`src/sv/vlpd_pkg.sv`:
```
// Shared types and constants for the varint length-prefixed deframer.
package vlpd_pkg;

    localparam int unsigned BYTE_W          = 8;
    localparam int unsigned VARINT_DATA_W   = 7;   // payload bits per varint byte
    localparam int unsigned VALUE_W         = 28;  // decoded varint / length width
    localparam int unsigned ROLE_W          = 3;
    localparam int unsigned ERR_W           = 2;
    localparam int unsigned PHASE_W         = 2;

    // Output tdata: payload_byte, header_value, payload_length, error_code
    localparam int unsigned M_FIELDS_W      = BYTE_W + 2 * VALUE_W + ERR_W;
    localparam int unsigned M_TDATA_W       = ((M_FIELDS_W + 7) / 8) * 8;
    localparam int unsigned M_PAD_W         = M_TDATA_W - M_FIELDS_W;

    // Byte roles
    localparam logic [ROLE_W-1:0] ROLE_LEN    = 3'd0;
    localparam logic [ROLE_W-1:0] ROLE_HDR    = 3'd1;
    localparam logic [ROLE_W-1:0] ROLE_DELIV  = 3'd2;
    localparam logic [ROLE_W-1:0] ROLE_DISC   = 3'd3;
    localparam logic [ROLE_W-1:0] ROLE_ERR    = 3'd4;

    // Sticky error codes
    localparam logic [ERR_W-1:0] ERR_NONE     = 2'd0;
    localparam logic [ERR_W-1:0] ERR_LEN_LONG = 2'd1;
    localparam logic [ERR_W-1:0] ERR_HDR_LONG = 2'd2;
    localparam logic [ERR_W-1:0] ERR_OVERRUN  = 2'd3;

    // Parser phases
    localparam logic [PHASE_W-1:0] PH_LEN = 2'd0;
    localparam logic [PHASE_W-1:0] PH_HDR = 2'd1;
    localparam logic [PHASE_W-1:0] PH_PAY = 2'd2;
    localparam logic [PHASE_W-1:0] PH_ERR = 2'd3;

    typedef struct packed {
        logic [ROLE_W-1:0]  role;
        logic [BYTE_W-1:0]  payload_byte;
        logic [VALUE_W-1:0] header_value;
        logic [VALUE_W-1:0] payload_length;
        logic               frame_last;
        logic [ERR_W-1:0]   error_code;
    } t_result;

endpackage

```
`src/sv/varint_length_prefixed_deframer.sv`:
```
// Top level of the varint length-prefixed deframer.
//
// Usage:
//   s_axis  : raw byte stream, one byte per transaction (tdata[7:0]).
//   m_axis  : one result transaction per input byte. tuser carries the
//             byte role (length, header, delivered, discarded, error);
//             tlast marks the final byte of a frame; tdata carries the
//             byte itself, decoded header, payload length and error code.
//   cfg     : one-bit write channel for suppress_delivery, always ready.
//             Write it only while no byte is in flight.
// Frame format: varint total length, varint header inside that length,
// then payload bytes up to the length. Zero-length frames are skipped.
// Throughput: one byte per cycle while m_axis_tready is high. The parser
// decodes combinationally between the input and result registers. An
// accepted byte waits in the input register and is shown on m_axis once
// it moves into the result register, when that register is free.
// Reset (i_rst_n low, synchronous) empties both registers, returns the
// parser to reading a length and clears suppress_delivery and any error.
// Errors (varint too long, header past frame end) are sticky: every later
// byte reports the error role until reset.
// When m_axis_tready is low the result holds and the input register keeps
// taking one more byte; after that s_axis_tready drops.
module varint_length_prefixed_deframer
    import vlpd_pkg::*;
#(
    parameter int unsigned VARINT_MAX_BYTES = 4
) (
    input  logic                 i_clk,
    input  logic                 i_rst_n,

    input  logic                 s_axis_tvalid,
    output logic                 s_axis_tready,
    input  logic [BYTE_W-1:0]    s_axis_tdata,   // [7:0] data_byte

    output logic                 m_axis_tvalid,
    input  logic                 m_axis_tready,
    // [7:0] payload_byte, [35:8] header_value, [63:36] payload_length,
    // [65:64] error_code, rest zero
    output logic [M_TDATA_W-1:0] m_axis_tdata,
    output logic [ROLE_W-1:0]    m_axis_tuser,   // [2:0] role
    output logic                 m_axis_tlast,   // frame_last

    input  logic                 i_cfg_valid,
    output logic                 o_cfg_ready,
    input  logic                 i_cfg_data      // suppress_delivery
);

    logic              r_in_valid;
    logic [BYTE_W-1:0] r_in_byte;
    logic              r_out_valid;
    t_result           r_out;
    logic              r_suppress;

    logic              w_adv;    // result register free to load
    logic              w_step;   // input byte moves through the parser
    t_result           w_res;

    assign w_adv         = !r_out_valid || m_axis_tready;
    assign w_step        = r_in_valid && w_adv;
    assign s_axis_tready = !r_in_valid || w_adv;
    assign o_cfg_ready   = 1'b1;

    vlpd_core #(
        .VARINT_MAX_BYTES (VARINT_MAX_BYTES)
    ) u_core (
        .i_clk      (i_clk),
        .i_rst_n    (i_rst_n),
        .i_step     (w_step),
        .i_byte     (r_in_byte),
        .i_suppress (r_suppress),
        .o_res      (w_res)
    );

    // control
    always_ff @(posedge i_clk) begin
        if (!i_rst_n) begin
            r_in_valid  <= 1'b0;
            r_out_valid <= 1'b0;
            r_suppress  <= 1'b0;
        end else begin
            if (s_axis_tready) begin
                r_in_valid <= s_axis_tvalid;
            end
            if (w_adv) begin
                r_out_valid <= r_in_valid;
            end
            if (i_cfg_valid && o_cfg_ready) begin
                r_suppress <= i_cfg_data;
            end
        end
    end

    // payload
    always_ff @(posedge i_clk) begin
        if (s_axis_tvalid && s_axis_tready) begin
            r_in_byte <= s_axis_tdata;
        end
        if (w_step) begin
            r_out <= w_res;
        end
    end

    assign m_axis_tvalid = r_out_valid;
    assign m_axis_tuser  = r_out.role;
    assign m_axis_tlast  = r_out.frame_last;
    assign m_axis_tdata  = {M_PAD_W'(0), r_out.error_code, r_out.payload_length,
                            r_out.header_value, r_out.payload_byte};

endmodule

```
`src/sv/vlpd_core.sv`:
```
// Frame parser state and per-byte decode logic.
module vlpd_core
    import vlpd_pkg::*;
#(
    parameter int unsigned VARINT_MAX_BYTES = 4
) (
    input  logic              i_clk,
    input  logic              i_rst_n,
    input  logic              i_step,
    input  logic [BYTE_W-1:0] i_byte,
    input  logic              i_suppress,
    output t_result           o_res
);

    localparam int unsigned IDX_W   = (VARINT_MAX_BYTES > 1) ? $clog2(VARINT_MAX_BYTES) : 1;
    localparam int unsigned WIDE_W  = VALUE_W + VARINT_DATA_W * VARINT_MAX_BYTES;
    localparam int unsigned SHAMT_W = $clog2(WIDE_W);

    logic [PHASE_W-1:0] r_phase, n_phase;
    logic [VALUE_W-1:0] r_acc, n_acc;
    logic [IDX_W-1:0]   r_idx, n_idx;
    logic [VALUE_W-1:0] r_remain, n_remain;
    logic [VALUE_W-1:0] r_hdr, n_hdr;
    logic [VALUE_W-1:0] r_plen, n_plen;
    logic [ERR_W-1:0]   r_err, n_err;

    logic               more;
    logic               idx_last;
    logic [SHAMT_W-1:0] shamt;
    logic [VALUE_W-1:0] bits_wide;
    logic [VALUE_W-1:0] acc_add;
    logic [VALUE_W-1:0] remain_dec;
    logic [VALUE_W-1:0] hdr_upd, plen_upd;
    logic [ROLE_W-1:0]  role;
    logic [BYTE_W-1:0]  pbyte;
    logic               last;

    assign more       = i_byte[BYTE_W-1];
    assign idx_last   = (r_idx == IDX_W'(VARINT_MAX_BYTES - 1));
    assign shamt      = SHAMT_W'(r_idx) * SHAMT_W'(VARINT_DATA_W);
    // bits beyond the 28-bit value fall off the top
    assign bits_wide  = VALUE_W'(i_byte[VARINT_DATA_W-1:0]) << shamt;
    assign acc_add    = r_acc | bits_wide;
    assign remain_dec = r_remain - VALUE_W'(1);

    always_comb begin
        n_phase  = r_phase;
        n_acc    = r_acc;
        n_idx    = r_idx;
        n_remain = r_remain;
        hdr_upd  = r_hdr;
        plen_upd = r_plen;
        n_err    = r_err;
        role     = ROLE_ERR;
        pbyte    = '0;
        last     = 1'b0;

        if (i_step) begin
            unique case (r_phase)
                PH_LEN: begin
                    role = ROLE_LEN;
                    if (more) begin
                        if (idx_last) begin
                            n_phase = PH_ERR;
                            n_err   = ERR_LEN_LONG;
                        end else begin
                            n_idx = r_idx + IDX_W'(1);
                            n_acc = acc_add;
                        end
                    end else begin
                        n_remain = acc_add;
                        n_acc    = '0;
                        n_idx    = '0;
                        hdr_upd  = '0;
                        plen_upd = '0;
                        // zero length: stay and read the next length
                        if (acc_add != '0) begin
                            n_phase = PH_HDR;
                        end
                    end
                end
                PH_HDR: begin
                    role     = ROLE_HDR;
                    n_remain = remain_dec;
                    if (more) begin
                        if (idx_last) begin
                            n_phase = PH_ERR;
                            n_err   = ERR_HDR_LONG;
                        end else if (remain_dec == '0) begin
                            n_phase = PH_ERR;
                            n_err   = ERR_OVERRUN;
                        end else begin
                            n_idx = r_idx + IDX_W'(1);
                            n_acc = acc_add;
                        end
                    end else begin
                        hdr_upd  = acc_add;
                        plen_upd = remain_dec;
                        n_acc    = '0;
                        n_idx    = '0;
                        if (remain_dec == '0) begin
                            last    = 1'b1;
                            n_phase = PH_LEN;
                        end else begin
                            n_phase = PH_PAY;
                        end
                    end
                end
                PH_PAY: begin
                    role     = i_suppress ? ROLE_DISC : ROLE_DELIV;
                    pbyte    = i_byte;
                    n_remain = remain_dec;
                    if (remain_dec == '0) begin
                        last    = 1'b1;
                        n_phase = PH_LEN;
                        n_acc   = '0;
                        n_idx   = '0;
                    end
                end
                PH_ERR: begin
                    role = ROLE_ERR;
                end
                default: begin
                    role = ROLE_ERR;
                end
            endcase
        end

        // frame info is cleared once the last byte has reported it
        n_hdr  = last ? '0 : hdr_upd;
        n_plen = last ? '0 : plen_upd;

        if (n_phase == PH_ERR) begin
            o_res.role           = ROLE_ERR;
            o_res.payload_byte   = '0;
            o_res.header_value   = '0;
            o_res.payload_length = '0;
            o_res.frame_last     = 1'b0;
            o_res.error_code     = n_err;
        end else begin
            o_res.role           = role;
            o_res.payload_byte   = pbyte;
            o_res.header_value   = hdr_upd;
            o_res.payload_length = plen_upd;
            o_res.frame_last     = last;
            o_res.error_code     = ERR_NONE;
        end
    end

    always_ff @(posedge i_clk) begin
        if (!i_rst_n) begin
            r_phase  <= PH_LEN;
            r_acc    <= '0;
            r_idx    <= '0;
            r_remain <= '0;
            r_hdr    <= '0;
            r_plen   <= '0;
            r_err    <= ERR_NONE;
        end else begin
            r_phase  <= n_phase;
            r_acc    <= n_acc;
            r_idx    <= n_idx;
            r_remain <= n_remain;
            r_hdr    <= n_hdr;
            r_plen   <= n_plen;
            r_err    <= n_err;
        end
    end

endmodule

```
`config.mk`:
```
export PLATFORM = sky130hd
export DESIGN_NAME = varint_length_prefixed_deframer
export DESIGN_NICKNAME = d
export VERILOG_FILES = /design/src/sv/vlpd_pkg.sv /design/src/sv/varint_length_prefixed_deframer.sv /design/src/sv/vlpd_core.sv
export SDC_FILE = /design/constraint.sdc
export NUM_CORES = 1
export LEC_CHECK = 0
export BUFFER_PORTS_ARGS = -buffer_cell sky130_fd_sc_hd__buf_2
export CORE_UTILIZATION = 40
export CTS_CLUSTER_DIAMETER = 200
export DETAILED_ROUTE_END_ITERATION = 12
export HOLD_SLACK_MARGIN = 0.08
export PLACE_DENSITY = 0.67
export SETUP_SLACK_MARGIN = 0.3
export SLEW_MARGIN = 20
export SYNTH_ARGS = -nofsm -noshare
export SYNTH_HDL_FRONTEND = slang
export SYNTH_SLANG_ARGS = --single-unit
```
`constraint.sdc`:
```
create_clock -name i_clk -period 10.53 [get_ports i_clk]
set_clock_uncertainty 0.15 [all_clocks]
set_input_delay 1.5795 -clock i_clk [delete_from_list [all_inputs] [get_ports i_clk]]
set_output_delay 1.5795 -clock i_clk [all_outputs]
set_load 0.1 [all_outputs]
```
==> impl_metrics.tcl <==
set metrics [dict create \
    numCtsBuffers 17 \
    final_max_slew_viol_count 0 \
    remaining_drc_errors 0 \
    cts_buffer_depth 2 \
    setup_viol 0 \
    place_congestion 0.903 \
    irDropWorstVdd_v 0.000104 \
    first_global_vias 6780 \
    ys_seq_area_frac 0.505 \
    synth_cells 1024 \
    critPathLaunch "u_core.r_remain[0]$_SDFFE_PN0P_" \
    period_share 0.424 \
    post-dp-hpwl_um 16600 \
    yosys.area_share.simple 0.219 \
    path_class "flop to flop" \
    vias 7420 \
    worstPathMaxFanout 46 \
    wl_per_cell_um 17.6 \
    cp_num_buf_inv 2 \
    end_kind "flop" \
    synth-async-reset-ratio 0 \
    io_buffers 85 \
    viasPerCell 5.35 \
    core_um2 22900 \
    timing.final.ws_setup_ns 6.07 \
    rsz0062_at_grt "no" \
    max_freq_mhz 224 \
    mostFrequentLayoutCell "a21oi_1" \
    cp_data_arrival_time_ns 4.50 \
    synth_top_family_by_area "simple AND/OR/NAND/NOR gates" \
    worst_pin_slew_ns 0.981 \
    cts_htree_levels 4 \
    p_leak_nw 4.17 \
    muxShareOfSynthArea 0.0403 \
    status "complete, no violations" \
    antenna_found_initial 0 \
    area_growth_pct 12.3 \
    cts_tree "built" \
    syn_area_um2 9440 \
    track_usage 0.205 \
    ctsHoldBuffers 0 \
    layoutNonFillerInstCount 1386 \
    syn_area_per_cell_um2 9.22 \
    maxCapViolations 0 \
    layout-drive-gt1-share 0.144 \
    grt_first_pass_wirelength_um 38200 \
    n_antenna_cell 0 \
    fillers 2196 \
    clkTransAtPathRegs_ns 0.08 \
    fin_crit_ns 4.46 \
    slowest_delay_ns 0.55 \
    synthAdderAreaFrac 0.0106 \
    grt_overflow 0 \
    final_cell_mix "a21oi_1, dfxtp_1, nor2_1" \
    clock_sinks 199 \
    tns_ns 0 \
    initial_core_util 0.412 \
    fin_nets 1082 \
    insertion_delay_ns 0.43 \
    reg2reg_from "u_core.r_remain[0]$_SDFFE_PN0P_" \
    clock-root-buffer "clkbuf_16" \
    fp.dieW_um 156 \
    p_per_area_nw_per_um2 188 \
    slew_headroom 0.346 \
    crit_family "simple AND/OR/NAND/NOR gates" \
    final_cell_area_um2 10600 \
    ant_nets 0 \
    start_kind "flop" \
    finalWirelength_um 24400 \
    ys_ff_latch 199 \
    placedCellCount 1354 \
    cts-resized-gates 0 \
    place_area_um2 10000 \
    cp_cell_sequence "inv_1, ha_1, nor4b_2, nand4_1, nor3_1, nor3_1, nand4b_2, mux2i_4, buf_4, nand2_2, and3_1" \
    rows 55 \
    synth_enable_flop_cells 78 \
    crit_required_ns 10.57 \
    synth_cell_types 75 \
    yosys_warnings 0 \
    die-area_um2 24200 \
    chipHeight_um 156 \
    drt_iter0_drc 614 \
    synth_flop_cell "dfxtp_1" \
    postCtsSetupBuffers 0 \
    synth_compound_area_frac 0.155 \
    grt_max_degree 76 \
    drt_pass1_iterations 5 \
    hold_viol 0 \
    slowest_stage "nor3_1" \
    pre_cts_slack_ns 6.04 \
    finalPower_mw 1.99 \
    synth_xor_area_frac 0.0195 \
    num_io_pins 93 \
    min_from "u_core.r_acc[5]$_SDFFE_PN0P_" \
    path_common_cell "nor3_1" \
    min_path_type "flop to flop" \
]
## layer usage
| metal | GRT usage | up-vias | share of wire |
|---|---|---|---|
| met5 | 0 | - | 0 |
| met4 | 0.0714 | 0 | 0.026 |
| met3 | 0.0286 | 39 | 0.037 |
| met2 | 0.337 | 194 | 0.48 |
| met1 | 0.275 | 3529 | 0.45 |
| li1 | - | 3658 | - |
## worst register-to-register path, delay by kind of cell, from the launching register on
| family | cells | cell delay, ns |
|---|---|---|
| multiplexers | 1 | 0.26 |
| buffers and inverters | 2 | 0.55 |
| adder cells (fa/ha/maj) | 1 | 0.33 |
| AND/OR/NAND/NOR | 7 | 2.53 |
| flip-flops | 1 | 0.40 |
## worst paths after layout
kind                                   endpoint  slack (ns)  cells after the start
setup / recovery  m_axis_tdata[6]$_SDFFCE_PP0P_        6.07                     11
hold / removal     u_core.r_acc[5]$_SDFFE_PN0P_        0.33                      2
setup reg to reg  m_axis_tdata[6]$_SDFFCE_PP0P_        6.07                     11
hold reg to reg    u_core.r_acc[5]$_SDFFE_PN0P_        0.33                      2
## synthesized netlist by cell type, types with 11 or more instances
cell type    n  area share
nor2_1     119       0.047
o22ai_1     16       0.011
a21oi_1    137       0.073
nand2b_1    28       0.019
clkbuf_1    58       0.023
nor2b_1     34       0.023
dfxtp_1    121        0.26
and3_1      11      0.0073
a22oi_1     15       0.012
inv_1       24      0.0095
nand2_1     84       0.033
mux2i_1     33       0.035
o21ai_0     34       0.018
nor3_1      16      0.0085
edfxtp_1    78        0.25
a211oi_1    11      0.0087
nor4_1      13      0.0086
xnor2_1     18       0.017
and2_1      39       0.026
## power by group
part | switching, mW | leakage, nW | internal (mW)
Sequential | 0.0263 | 1.73 | 0.826
Clock | 0.314 | 0.283 | 0.338
Combinational | 0.355 | 2.16 | 0.134
## through the flow
| stage | hold slack, ns | util |
|---|---|---|
| global route | 0.344 | 0.463 |
| CTS | 0.325 | 0.463 |
| global placement | 0.306 | 0.437 |
| detailed placement | 0.315 | 0.437 |
| floorplan | 0.296 | - |
| finish | 0.328 | 0.463 |
## sequential cells by signal, indices dropped and copies added (netlist names)
| name | flops |
|---|---|
| m_axis_tdata | 66 |
| u_core.r_acc | 28 |
| u_core.r_hdr | 28 |
| u_core.r_plen | 28 |
| u_core.r_remain | 28 |
| r_in_byte | 8 |
| m_axis_tuser | 3 |
| u_core.r_err | 2 |
| u_core.r_idx | 2 |
| u_core.r_phase | 2 |
| m_axis_tlast | 1 |
| m_axis_tvalid | 1 |
| r_in_valid | 1 |
| r_suppress | 1 |
## cell type report
type	count	area, µm²	area share
Clock buffer	18	429	0.0405
Timing Repair Buffer	95	500	0.0472
Multi-Input combinational cell	723	4270	0.402
Clock inverter	14	160	0.0151
Sequential cell	199	4760	0.449
Inverter	24	90.1	0.00850
Tap cell	313	392	0.0369
## cell families (layout without fill, tap and decap cells)
family | count (synthesis) | in the layout
other cells | 2 | 7
simple gates | 398 | 398
buf+inv | 107 | 151
mux | 37 | 37
fa+ha+maj | 8 | 8
compound gates | 252 | 252
xor+xnor | 21 | 21
flops | 199 | 199
(Power assumes the default switching activity.)
